`src/hdl/crc5sec_pkg.sv`:
```
// ----------------------------------------------------------------------------
// crc5sec_pkg
// Types, constants and tables of the crc5 single error corrector
// (generator x^5 + x^2 + 1).
// ----------------------------------------------------------------------------
`default_nettype none

package crc5sec_pkg;

	localparam int CW_MAX  = 31;                 // longest codeword
	localparam int CHK_LEN = 5;                  // check bits
	localparam int MSG_MAX = CW_MAX - CHK_LEN;   // longest message

	// request codes
	localparam logic REQ_ENCODE = 1'b0;
	localparam logic REQ_DECODE = 1'b1;

	// status codes
	localparam logic [1:0] ST_CLEAN     = 2'd0;
	localparam logic [1:0] ST_CORRECTED = 2'd1;
	localparam logic [1:0] ST_UNCORR    = 2'd2;

	typedef struct packed {
		logic              req_type;
		logic [CW_MAX-1:0] word_in;
	} req_t;

	typedef struct packed {
		logic [CW_MAX-1:0]  word_out;
		logic [CHK_LEN-1:0] check_bits;
		logic [1:0]         status;
		logic [4:0]         error_position;
	} rsp_t;

	// x^i mod g for every bit position of the codeword
	localparam logic [CHK_LEN-1:0] POW_TBL [0:CW_MAX-1] = '{
		5'd1,  5'd2,  5'd4,  5'd8,  5'd16, 5'd5,  5'd10, 5'd20,
		5'd13, 5'd26, 5'd17, 5'd7,  5'd14, 5'd28, 5'd29, 5'd31,
		5'd27, 5'd19, 5'd3,  5'd6,  5'd12, 5'd24, 5'd21, 5'd15,
		5'd30, 5'd25, 5'd23, 5'd11, 5'd22, 5'd9,  5'd18
	};

	// inverse of POW_TBL: syndrome to bit position (g is primitive)
	function automatic logic [4:0] syn_pos(input logic [CHK_LEN-1:0] s);
		logic [4:0] p;
		case (s)
			5'd1:    p = 5'd0;
			5'd2:    p = 5'd1;
			5'd4:    p = 5'd2;
			5'd8:    p = 5'd3;
			5'd16:   p = 5'd4;
			5'd5:    p = 5'd5;
			5'd10:   p = 5'd6;
			5'd20:   p = 5'd7;
			5'd13:   p = 5'd8;
			5'd26:   p = 5'd9;
			5'd17:   p = 5'd10;
			5'd7:    p = 5'd11;
			5'd14:   p = 5'd12;
			5'd28:   p = 5'd13;
			5'd29:   p = 5'd14;
			5'd31:   p = 5'd15;
			5'd27:   p = 5'd16;
			5'd19:   p = 5'd17;
			5'd3:    p = 5'd18;
			5'd6:    p = 5'd19;
			5'd12:   p = 5'd20;
			5'd24:   p = 5'd21;
			5'd21:   p = 5'd22;
			5'd15:   p = 5'd23;
			5'd30:   p = 5'd24;
			5'd25:   p = 5'd25;
			5'd23:   p = 5'd26;
			5'd11:   p = 5'd27;
			5'd22:   p = 5'd28;
			5'd9:    p = 5'd29;
			5'd18:   p = 5'd30;
			default: p = 5'd0;
		endcase
		return p;
	endfunction

endpackage

`default_nettype wire

```
`src/hdl/crc5_single_error_corrector_top.sv`:
```
// ----------------------------------------------------------------------------
// crc5_single_error_corrector_top
// Encoder and single error corrector for the shortened cyclic code with
// generator x^5 + x^2 + 1, three register stages.
//
//   channel   signals                          handshake
//   request   start, busy, req                 start & !busy
//   result    done, result                     done (one cycle, no stall)
//   config    cfg_valid, cfg_ready, cfg_data   cfg_valid & cfg_ready
//
// One beat enters every cycle. Stage 1 masks the word to the message or
// codeword length, stage 2 runs the syndrome xor tree, stage 3 locates
// and flips the bit. busy stays low since the result side never stalls.
// Reset clears the stage valid bits and loads a message length of 26.
// ----------------------------------------------------------------------------
`default_nettype none

module crc5_single_error_corrector_top (
	input  wire logic                 clk,
	input  wire logic                 arst_n,
	input  wire logic                 start,
	output logic                      busy,
	input  wire crc5sec_pkg::req_t    req,
	output logic                      done,
	output crc5sec_pkg::rsp_t         result,
	input  wire logic                 cfg_valid,
	output logic                      cfg_ready,
	input  wire logic [4:0]           cfg_data
);
	import crc5sec_pkg::*;

	logic [4:0]         msg_bits_q;
	logic [4:0]         eff_k;
	logic [4:0]         code_len;
	logic [CW_MAX-1:0]  mask_k;
	logic [CW_MAX-1:0]  mask_n;
	logic [CW_MAX-1:0]  word_m;

	logic               vld_s1, vld_s2, vld_s3;
	logic               typ_s1, typ_s2;
	logic [CW_MAX-1:0]  word_s1, word_s2;
	logic [4:0]         len_s1, len_s2;
	logic [CHK_LEN-1:0] syn_c, syn_s2;
	rsp_t               rsp_c, rsp_s3;

	assign busy      = 1'b0;
	assign cfg_ready = 1'b1;

	// length register
	always_ff @(posedge clk or negedge arst_n) begin
		if (!arst_n) begin
			msg_bits_q <= 5'(MSG_MAX);
		end else if (cfg_valid && cfg_ready) begin
			msg_bits_q <= cfg_data;
		end
	end

	// effective lengths and masks
	assign eff_k    = (msg_bits_q > 5'(MSG_MAX)) ? 5'(MSG_MAX) : msg_bits_q;
	assign code_len = eff_k + 5'(CHK_LEN);
	assign mask_k   = {CW_MAX{1'b1}} >> (5'(CW_MAX) - eff_k);
	assign mask_n   = {CW_MAX{1'b1}} >> (5'(CW_MAX) - code_len);

	// encode shifts the message up; decode keeps the codeword bits
	assign word_m = (req.req_type == REQ_ENCODE)
		? ((req.word_in & mask_k) << CHK_LEN)
		: (req.word_in & mask_n);

	// stage valid bits
	always_ff @(posedge clk or negedge arst_n) begin
		if (!arst_n) begin
			vld_s1 <= 1'b0;
			vld_s2 <= 1'b0;
			vld_s3 <= 1'b0;
		end else begin
			vld_s1 <= start && !busy;
			vld_s2 <= vld_s1;
			vld_s3 <= vld_s2;
		end
	end

	// stage 1: masked word
	always_ff @(posedge clk) begin
		typ_s1  <= req.req_type;
		word_s1 <= word_m;
		len_s1  <= code_len;
	end

	// syndrome xor tree, also the encode remainder
	always_comb begin
		syn_c = '0;
		for (int i = 0; i < CW_MAX; i++) begin
			if (word_s1[i]) begin
				syn_c = syn_c ^ POW_TBL[i];
			end
		end
	end

	// stage 2: syndrome
	always_ff @(posedge clk) begin
		typ_s2  <= typ_s1;
		word_s2 <= word_s1;
		len_s2  <= len_s1;
		syn_s2  <= syn_c;
	end

	crc5sec_fix u_fix (
		.req_type (typ_s2),
		.word     (word_s2),
		.syn      (syn_s2),
		.code_len (len_s2),
		.rsp      (rsp_c)
	);

	// stage 3: result beat
	always_ff @(posedge clk) begin
		rsp_s3 <= rsp_c;
	end

	assign done   = vld_s3;
	assign result = rsp_s3;

endmodule

`default_nettype wire

```
`src/hdl/crc5sec_fix.sv`:
```
// ----------------------------------------------------------------------------
// crc5sec_fix
// Last stage logic: decode maps the syndrome to a bit position, flips it
// when inside the codeword; encode ORs in check bits. Forms the result beat.
// ----------------------------------------------------------------------------
`default_nettype none

module crc5sec_fix (
	input  wire logic                               req_type,
	input  wire logic [crc5sec_pkg::CW_MAX-1:0]     word,
	input  wire logic [crc5sec_pkg::CHK_LEN-1:0]    syn,
	input  wire logic [4:0]                         code_len,
	output crc5sec_pkg::rsp_t                       rsp
);
	import crc5sec_pkg::*;

	logic [4:0]        pos;
	logic              in_word;
	logic [CW_MAX-1:0] flip;

	// candidate error position and its one-hot flip mask
	assign pos     = syn_pos(syn);
	assign in_word = (pos < code_len);
	assign flip    = CW_MAX'(1) << pos;

	// result beat
	always_comb begin
		rsp.check_bits     = syn;
		rsp.status         = ST_CLEAN;
		rsp.error_position = 5'd0;
		if (req_type == REQ_ENCODE) begin
			rsp.word_out = word | CW_MAX'(syn);
		end else begin
			rsp.word_out = word;
			if (syn != '0) begin
				if (in_word) begin
					rsp.word_out       = word ^ flip;
					rsp.status         = ST_CORRECTED;
					rsp.error_position = pos;
				end else begin
					rsp.status = ST_UNCORR;
				end
			end
		end
	end

endmodule

`default_nettype wire

```
`config.mk`:
```
export PLATFORM = sky130hd
export DESIGN_NAME = crc5_single_error_corrector_top
export DESIGN_NICKNAME = d
export VERILOG_FILES = /design/src/hdl/crc5sec_pkg.sv /design/src/hdl/crc5_single_error_corrector_top.sv /design/src/hdl/crc5sec_fix.sv
export SDC_FILE = /design/constraint.sdc
export NUM_CORES = 1
export LEC_CHECK = 0
export ABC_CLOCK_PERIOD_IN_PS = 6100
export BUFFER_PORTS_ARGS = -buffer_cell sky130_fd_sc_hd__buf_2
export CAP_MARGIN = 10
export CORE_MARGIN = 8
export CORE_UTILIZATION = 50
export CTS_CLUSTER_DIAMETER = 30
export CTS_CLUSTER_SIZE = 16
export DETAILED_ROUTE_END_ITERATION = 8
export GPL_TIMING_DRIVEN = 0
export PLACE_DENSITY = 0.72
export SLEW_MARGIN = 10
export SYNTH_ARGS = -nofsm -noshare
export SYNTH_HDL_FRONTEND = slang
export SYNTH_HIERARCHICAL = 1
export SYNTH_SLANG_ARGS = --single-unit
```
`constraint.sdc`:
```
create_clock -name clk -period 6.1 [get_ports clk]
set_input_delay 0 -clock clk [delete_from_list [all_inputs] [get_ports clk]]
set_output_delay 0 -clock clk [all_outputs]
set_load 0.02 [all_outputs]
```
==> results of run 1 <==
==> cell families (layout without fill, tap and decap cells) <==
logic type      after synthesis  after routing
simple gates                147            147
compound gates              112            112
fa+ha+maj                    19             19
flops                       130            130
xor+xnor                     77             77
buf+inv                      56            220
other cells                   2              2
mux                          11             11
==> routing by layer <==
| metal | up-vias | GRT usage | wire length [µm] | part of all wire |
|---|---|---|---|---|
| met5 | - | 0 | 0 | 0 |
| met4 | 0 | 0.114 | 543 | 0.034 |
| met3 | 40 | 0.0571 | 910 | 0.057 |
| met2 | 165 | 0.385 | 8040 | 0.50 |
| met1 | 2186 | 0.250 | 6570 | 0.41 |
| li1 | 2200 | - | - | - |
==> registers in the layout, indices dropped and copies added, names as in the netlist, 5 cells and up <==
register and count:
word_s2 31, result 43, len_s1 5, word_s1 31, syn_s2 5, msg_bits_q 5
len_s2 5
==> per-stage QoR <==
step                 util  total power, mW
floorplan               -             2.41
global placement    0.558             2.85
detailed placement  0.558             2.88
CTS                 0.655             3.91
global route        0.655             4.10
finish              0.655             3.90
==> power by group through the flow <==
stage,clock network [mW],logic (mW),registers (mW)
after floorplan,0,1.18,1.22
after CTS,1.00,1.80,1.11
after global placement,0,1.73,1.12
final,0.987,1.80,1.11
after detailed placement,0,1.75,1.13
after global routing,1.04,1.93,1.13
==> worst max path at each step <==
stage                     cells past startpoint         end  slack [ns]  startpoint
final                                        13  result[21]        2.01   syn_s2[0]
after CTS                                    13  result[21]        2.02   syn_s2[0]
after detailed placement                     13  result[21]        2.05   syn_s2[0]
after global routing                         13  result[21]        1.71   syn_s2[0]
after floorplan                              15  result[39]        2.76   syn_s2[0]
after global placement                       13  result[21]        2.15   syn_s2[0]
==> synthesized netlist by cell type (all sizes together), types with 4 or more instances <==
library cell    n  area [µm²]
nor2b           5        31.3
clkbuf          5        18.8
a31o            9        78.8
mux2i           8        80.1
o22ai           4        25.0
nor3b           8        85.1
o21ai          31         163
ha             19         238
a32o            6        60.1
nor3           33         205
nand2          41         154
buf            22         170
inv            29         109
o21a            5        37.5
nand2b          8        50.1
a21oi          24         131
dfxtp         122        2440
o211ai          4        43.8
xnor3           4        90.1
nor2           24        95.1
nand3           4        25.0
and2            5        31.3
xor2           32         288
xnor2          41         359
and3            5        31.3
dfrtp           5         125
a211oi          6        70.1
==> final cells by class <==
| cell class | count | area, µm² |
|---|---|---|
| Fill cell | 931 | 3910 |
| Clock buffer | 19 | 453 |
| Buffer | 27 | 189 |
| Timing Repair Buffer | 134 | 926 |
| Inverter | 29 | 109 |
| Sequential cell | 130 | 2650 |
| Tap cell | 143 | 179 |
| Clock inverter | 11 | 131 |
| Multi-Input combinational cell | 368 | 2780 |
==> worst max-delay path: cells and delay by family (launching register included) <==
family,cells,cell delay [ns]
flops,1,0.48
simple gates,5,1.43
xor+xnor,1,0.21
fa+ha+maj,2,0.76
buf+inv,2,0.37
compound gates,3,0.75
==> what timing repair did <==
| action | in CTS | in global routing |
|---|---|---|
| hold buffers | 51 | 0 |
| gates resized for setup | 0 | 0 |
| hold endpoints to repair | 46 | 0 |
==> flow_summary.ini, run 1 <==
[outcome]
status = completed

[critical_path]
crit_chain = buf_4 > inv_1 > ha_1 > and3b_1 > a311oi_2 > a21oi_1 > ha_1 > a211oi_1 > nor2_1 > nor3_2 > nor3b_2 > nor3b_2 > xor2_1
cp-start-kind = flip-flop
crit_required_ns = 6.42
cp.arrival_ns = 4.41
cpPeakStageDelay_ns = 0.48
reg2regPathDepth = 13
crit_path_max_fanout = 8
r2r_start = syn_s2[0]
crit_type = reg2reg
crit_slowest_cell = dfxtp_1
r2r_end = result[21]
endpoint_kind = flip-flop
rrSetupSlack_ns = 2.01

[logic_synthesis]
yosys-mux-area-fraction = 0.0199
yosys.area_share.adder = 0.0415
yosysWarnings = 6
synth_cell_type_count = 72
synth_top_family_by_area = simple AND/OR/NAND/NOR gates
avgSynthCellArea_um2 = 10.3
syn_inst = 554
ys_seq_elements = 130
async_reset_ff_frac = 0.0615
synth_ff_type = dfxtp_1
synth_nets = 614
synth_enable_flop_cells = 0
synth-compound-area-share = 0.146
synthXorXnorAreaFrac = 0.129
yosysSeqAreaShare = 0.462
syn_area_um2 = 5730
synthSimpleGateAreaFrac = 0.148

[power_and_ir_drop]
leakage_nw = 3.33
p_seq_frac = 0.285
power.density_nw_per_um2 = 526
max-vdd-ir-drop_mv = 0.289
combPwrFrac = 0.462
clkPwrFrac = 0.253
swShare = 0.402
p_switching_mw = 1.57
p_int_mw = 2.33

[finish]
fin_nets = 767
stdcell_count = 861
areaGrowthSynthToFinish_pct = 29.5
diodes = 0
design_area_um2 = 7420
final_common_cell = dfxtp_1
mostFrequentLayoutCells = 122 x dfxtp_1, 90 x buf_2, 51 x dlygate4sd3_1, 41 x xnor2_1, 41 x nand2_1
drive_gt1_frac = 0.258

[clock_network]
clkLatencyLatePin_ns = 0.41
cts_tree = built
postCtsSetupBuffers = 0
cts.path.max_buffers = 2
cts_sinks = 130
clk_pin_slew_ns = 0.06
root_buffer = clkbuf_16
cts_made_buffers = 17
htreeDepth = 4

[grt]
grt_max_degree = 17
grt_usage = 0.223
first_global_vias = 4809
grt_pass1_wl_um = 25500
grt_overflow_total = 0
grt_antenna_before_repair = 0

[placed_design]
pre_cts_ws_ns = 2.05
hpwl_um = 12200
place.gp.congestion = 0.938
placed_cells = 780
placed_cell_area_um2 = 6320
io_buffers = 83

[route]
route.detailed.drc = 0
wire_per_inst_um = 18.7
viasPerCell = 5.33
drt-total-wl_um = 16100
dr_total_vias = 4591
drtIter0Drc = 267
ant_nets = 0
drt_first_pass_iters = 6

[timing]
finalWorstSetupSlack_ns = 2.01
setup_viol = 0
fmax_mhz = 244
period_needed_ns = 4.09
fin_setup_tns_ns = 0
max_slew.worst_pin.slew_ns = 0.965
hold_violations = 0
rsz0062_at_grt = no
skew_ns = 0.0103
hold_ws_ns = 0.0490
post-route-period-util = 0.671
drv_slew = 0
maxSlewHeadroom = 0.356

[worst_hold_path]
min-delay-start = cfg_valid
hp-class = in2reg
min_to = msg_bits_q[0]
holdPathStages = 2

[floorplanning]
top_level_ports = 87
start_util = 0.506
dieWidth_um = 123
die_h_um = 123
die-area_um2 = 15100
fp.coreArea_um2 = 11300
rows = 39

[job]
max_cap_violations = 0
Power figures use the tool's default switching activity.
==> run 2, diff against run 1 <==
--- a/config.mk
+++ b/config.mk
@@ -5,7 +5,7 @@
 export SDC_FILE = /design/constraint.sdc
 export NUM_CORES = 1
 export LEC_CHECK = 0
-export ABC_CLOCK_PERIOD_IN_PS = 6100
+export ABC_CLOCK_PERIOD_IN_PS = 4300
 export BUFFER_PORTS_ARGS = -buffer_cell sky130_fd_sc_hd__buf_2
 export CAP_MARGIN = 10
 export CORE_MARGIN = 8
==> constraint.sdc (replaced) <==
create_clock -name clk -period 4.3 [get_ports clk]
set_input_delay 0 -clock clk [delete_from_list [all_inputs] [get_ports clk]]
set_output_delay 0 -clock clk [all_outputs]
set_load 0.02 [all_outputs]
==> run 2 against run 1 <==
Via count shrank 0.11%. Die area is the same. Wire length is essentially flat. Core utilization grew 0.055 points. Combinational power grew 43%. Sequential power grew 42%. Power grew 42%. Clock power grew 42%.
==> flow_summary.ini, run 2 (synthesized netlist as in run 1, its figures left out) <==
[job]
max_cap_violations = 0

[worst_hold_path]
min-delay-start = cfg_valid
min_to = msg_bits_q[0]
holdPathStages = 2
hp-class = in2reg

[floorplanning]
die_h_um = 123
rows = 39
top_level_ports = 87
dieWidth_um = 123
die-area_um2 = 15100
fp.coreArea_um2 = 11300
start_util = 0.506

[timing]
drv_slew = 0
maxSlewHeadroom = 0.356
setup_viol = 0
fin_setup_tns_ns = 0
max_slew.worst_pin.slew_ns = 0.965
skew_ns = 0.0103
period_needed_ns = 4.02
hold_violations = 0
fmax_mhz = 249
rsz0062_at_grt = no
post-route-period-util = 0.934

[route]
route.detailed.drc = 0
dr_total_vias = 4586
drt_first_pass_iters = 6
viasPerCell = 5.33
wire_per_inst_um = 18.7
ant_nets = 0
drtIter0Drc = 266
drt-total-wl_um = 16100

[clock_network]
cts.path.max_buffers = 2
cts_tree = built
postCtsSetupBuffers = 0
cts_sinks = 130
htreeDepth = 4
clkLatencyLatePin_ns = 0.41
cts_made_buffers = 17
root_buffer = clkbuf_16
clk_pin_slew_ns = 0.06

[grt]
grt_pass1_wl_um = 25500
grt_busiest_layer = met2
first_global_vias = 4809
grt_usage = 0.223
grt_overflow_total = 0
grtUsageMet1 = 0.250
grtUsageMet3 = 0.0571
grt_max_degree = 17
globalRouteMet2Util = 0.385
grt_antenna_before_repair = 0

[critical_path]
cp-start-kind = flip-flop
cp.arrival_ns = 4.35
r2r_start = syn_s2[0]
crit_type = reg2reg
reg2regPathDepth = 14
crit_required_ns = 4.64
rrSetupSlack_ns = 0.28
crit_path_max_fanout = 10
r2r_end = result[40]
critPathLaunch = syn_s2[0]
endpoint_kind = flip-flop

[power_and_ir_drop]
power.density_nw_per_um2 = 747
leakage_nw = 3.33
max-vdd-ir-drop_mv = 0.411

[finish]
drive_gt1_frac = 0.258
utilization = 0.656
diodes = 0
areaGrowthSynthToFinish_pct = 29.6
mostFrequentLayoutCells = 122 x dfxtp_1, 90 x buf_2, 51 x dlygate4sd3_1, 41 x xnor2_1, 41 x nand2_1
fin_nets = 767
largest_register_ffs = 43
final_common_cell = dfxtp_1

[placed_design]
place.gp.congestion = 0.938
hpwl_um = 12200
io_buffers = 83

[outcome]
status = completed
## run 2: what timing repair did
| action | CTS | global route |
|---|---|---|
| endpoints found under the hold margin | 46 | 0 |
| setup endpoints to repair | 0 | 5 |
| hold buffers | 51 | 0 |
| gates resized for setup | 0 | 1 |
## run 2: cell type report
class	instances	area, µm²
Buffer	27	189
Clock buffer	19	453
Clock inverter	11	131
Fill cell	932	3900
Inverter	29	109
Multi-Input combinational cell	368	2790
Sequential cell	130	2650
Tap cell	143	179
Timing Repair Buffer	134	926
## run 2: worst max path at each step
stage                     slack, ns  cells after the start          to
final                          0.28                     14  result[40]
after global routing           0.03                     13  result[21]
after CTS                      0.22                     13  result[21]
after detailed placement       0.25                     13  result[21]
after global placement         0.35                     13  result[21]
after floorplan                0.96                     15  result[39]
## run 2: where the power goes
group	switching (mW)	total, mW	leakage, nW	internal [mW]
Sequential	0.122	1.58	1.11	1.45
Clock	0.518	1.40	0.283	0.882
Combinational	1.59	2.57	1.94	0.977
Total	2.23	5.55	3.33	3.31
## run 2: worst max-delay path: stages (launching register included)
cell and delay, ns:
dfxtp_1 0.48, buf_4 0.23, inv_1 0.14, ha_1 0.43, and3b_1 0.24, a311oi_2 0.40, a21oi_1 0.11, ha_1 0.33
a211oi_1 0.24, nor2_1 0.15, nor4_2 0.37, o211ai_4 0.21, buf_6 0.19, nor3_1 0.25, xor2_1 0.17
## run 2: layer usage
layer / vias up / wire length, µm
met1: 2181 / 6580
met3: 40 / 911
met2: 165 / 8040
met4: 0 / 546
met5: - / 0
li1: 2200 / -
## run 2: metrics by stage
stage / total power [mW] / instances / worst slack [ns] / instance area [µm²] / hold WS (ns)
2_1_floorplan: 3.42 / 554 / 0.962 / 5730 / -0.296
3_3_place_gp: 4.05 / 780 / 0.348 / 6320 / -0.158
4_1_cts: 5.55 / 861 / 0.217 / 7420 / 0.0237
3_5_place_dp: 4.09 / 780 / 0.247 / 6320 / -0.155
6_report: 5.55 / 861 / 0.284 / 7420 / 0.0490
5_1_grt: 5.83 / 861 / 0.0272 / 7420 / 0.0799
==> run 3, diff against run 2 <==
--- a/config.mk
+++ b/config.mk
@@ -5,6 +5,7 @@
 export SDC_FILE = /design/constraint.sdc
 export NUM_CORES = 1
 export LEC_CHECK = 0
+export ABC_AREA = 1
 export ABC_CLOCK_PERIOD_IN_PS = 4300
 export BUFFER_PORTS_ARGS = -buffer_cell sky130_fd_sc_hd__buf_2
 export CAP_MARGIN = 10
@@ -14,7 +15,7 @@
 export CTS_CLUSTER_SIZE = 16
 export DETAILED_ROUTE_END_ITERATION = 8
 export GPL_TIMING_DRIVEN = 0
-export PLACE_DENSITY = 0.72
+export PLACE_DENSITY = 0.71
 export SLEW_MARGIN = 10
 export SYNTH_ARGS = -nofsm -noshare
 export SYNTH_HDL_FRONTEND = slang
==> run 3 against run 2 <==
Area after synthesis rose by 16%. Non-clock buffer count rose by 15. Power fell by 3.1%. Global-route usage fell by 1.1 points. Setup slack improved by 0.63 ns. Core utilization fell by 1.1 points. Highest routed layer unchanged. Critical path depth rose by 2. First-iteration DRC count rose by 100%. Sequential cell count did not move. Clock skew fell by 0.0011 ns.
==> flow_summary.ini, run 3 <==
[logic_synthesis]
yosysSeqAreaShare = 0.397
synth_nets = 997
ys_seq_elements = 130
yosysMostFrequentCell = nand2_1
synth_cell_type_count = 41
synth_top_area_frac = 0.366
synth_area_leader_cell = dfxtp_1
syn_area_um2 = 6670
synth_ff_type = dfxtp_1
avgSynthCellArea_um2 = 7.12
yosysWarnings = 6
yosys-top-cells-count = 300 x nand2_1, 124 x inv_1, 122 x dfxtp_1
synth_enable_flop_cells = 0
synth_area_leaders = dfxtp_1 37%, nand2_1 17%, inv_1 7.0%
async_reset_ff_frac = 0.0615
syn_inst = 937

[route]
route.detailed.drc = 0
ant_nets = 0
drt_first_pass_iters = 6
dr_total_vias = 6292
wire_per_inst_um = 14.0
drtIter0Drc = 534
viasPerCell = 4.90
drt-total-wl_um = 18000

[clock_network]
clkLatencyLatePin_ns = 0.42
cts_sinks = 130
cts_tree = built
clk_pin_slew_ns = 0.06
root_buffer = clkbuf_16
cts_made_buffers = 17
htreeDepth = 4
cts.path.max_buffers = 2
postCtsSetupBuffers = 0

[timing]
maxSlewHeadroom = 0.652
max_slew.worst_pin.slew_ns = 0.522
setup_viol = 0
drv_slew = 0
period_needed_ns = 3.38
fmax_mhz = 295
post-route-period-util = 0.787
rsz0062_at_grt = no
skew_ns = 0.00919
fin_setup_tns_ns = 0
hold_violations = 0

[critical_path]
cp.arrival_ns = 3.75
endpoint_kind = flip-flop
cp-start-kind = flip-flop
rrSetupSlack_ns = 0.92
crit_path_max_fanout = 10
crit_required_ns = 4.67
crit_type = reg2reg

[grt]
grt_pass1_wl_um = 29700
first_global_vias = 6045
grt_usage = 0.211
grt_max_degree = 17
grt_overflow_total = 0
grt_antenna_before_repair = 0

[floorplanning]
fp.coreArea_um2 = 13100
rows = 42
die-area_um2 = 17300
top_level_ports = 87
start_util = 0.508
die_h_um = 131
dieWidth_um = 131

[placed_design]
place.gp.congestion = 0.985
hpwl_um = 13700
io_buffers = 83
placed_cell_area_um2 = 7300
placed_cells = 1196

[finish]
diodes = 0
stdcell_count = 1285
fin_nets = 1156
largest_register_ffs = 43
final_common_cell = nand2_1
nFillCells = 1153
drive_gt1_frac = 0.170
multi_input_area_um2 = 3260
design_area_um2 = 8470
areaGrowthSynthToFinish_pct = 27.0
mostFrequentLayoutCells = 300 x nand2_1, 124 x inv_1, 122 x dfxtp_1, 95 x buf_2, 88 x nand3_1
ff_latch_area_um2 = 2650

[power_and_ir_drop]
power.density_nw_per_um2 = 635
max-vdd-ir-drop_mv = 0.280
leakage_nw = 4.52

[worst_hold_path]
hp-class = in2reg

[job]
max_cap_violations = 0

[outcome]
status = completed
==> run 3: power breakdown <==
group	internal [mW]	switching, mW
Combinational	0.785	1.61
Clock	0.881	0.531
Sequential	1.43	0.137
==> run 3: final timing paths <==
kind / start / end / cells past startpoint
max: msg_bits_q[3] / word_s1[22] / 16
min: cfg_valid / msg_bits_q[2] / 2
max reg2reg: msg_bits_q[3] / word_s1[22] / 16
min reg2reg: len_s1[0] / len_s2[0] / 0
max in group asynchronous: arst_n / done / 3
min in group asynchronous: arst_n / msg_bits_q[4] / 2
==> run 3: layer usage <==
metal / track usage / wire length, µm / vias up
li1: - / - / 3221
met3: 0.0633 / 1440 / 52
met1: 0.249 / 7810 / 2732
met4: 0.113 / 649 / 0
met5: 0 / 0 / -
met2: 0.341 / 8080 / 287
==> run 3: cells by family after synthesis <==
logic type | synth area share
simple gates | 0.352
buf+inv | 0.114
flops | 0.397
compound gates | 0.0535
xor+xnor | 0.0447
fa+ha+maj | 0.0357
other cells | 0.00113
mux | 0.00169
==> run 3: cell type report <==
type                    count  share of cell area
inverters                 133              0.0601
flip-flops and latches    130               0.313
multi-input cells         638               0.385
well taps                 176              0.0260
clock inverters             9              0.0112
repair buffers            140               0.116
clock buffers              23              0.0590
plain buffers              36              0.0298
==> run 3: worst max-delay path: stages (launching register included) <==
cell and delay (ns):
dfstp_2 0.52, buf_6 0.15, inv_4 0.07, nor2_4 0.21, nand3_2 0.13, inv_1 0.09
nor2_1 0.05, inv_1 0.08, ha_1 0.30, inv_1 0.10, ha_1 0.41, nor2_1 0.25
inv_1 0.06, a21boi_0 0.21, nand3_2 0.09, nand2_1 0.07, dlygate4sd3_1 0.53
==> run 3: timing repair <==
action / CTS / global route
hold buffers: 57 / 0
gates resized for setup: 0 / 0
endpoints found under the hold margin: 46 / 0
==> run 3: metrics by stage <==
stage | total power [mW] | utilization | worst slack (ns) | hold slack [ns]
after floorplan | 3.27 | - | 1.79 | -0.296
after global placement | 3.87 | 0.556 | 1.33 | -0.153
after detailed placement | 3.89 | 0.556 | 1.36 | -0.151
after CTS | 5.38 | 0.645 | 0.969 | 0.00701
after global routing | 5.74 | 0.645 | 0.690 | 0.0677
final | 5.38 | 0.645 | 0.916 | 0.0243
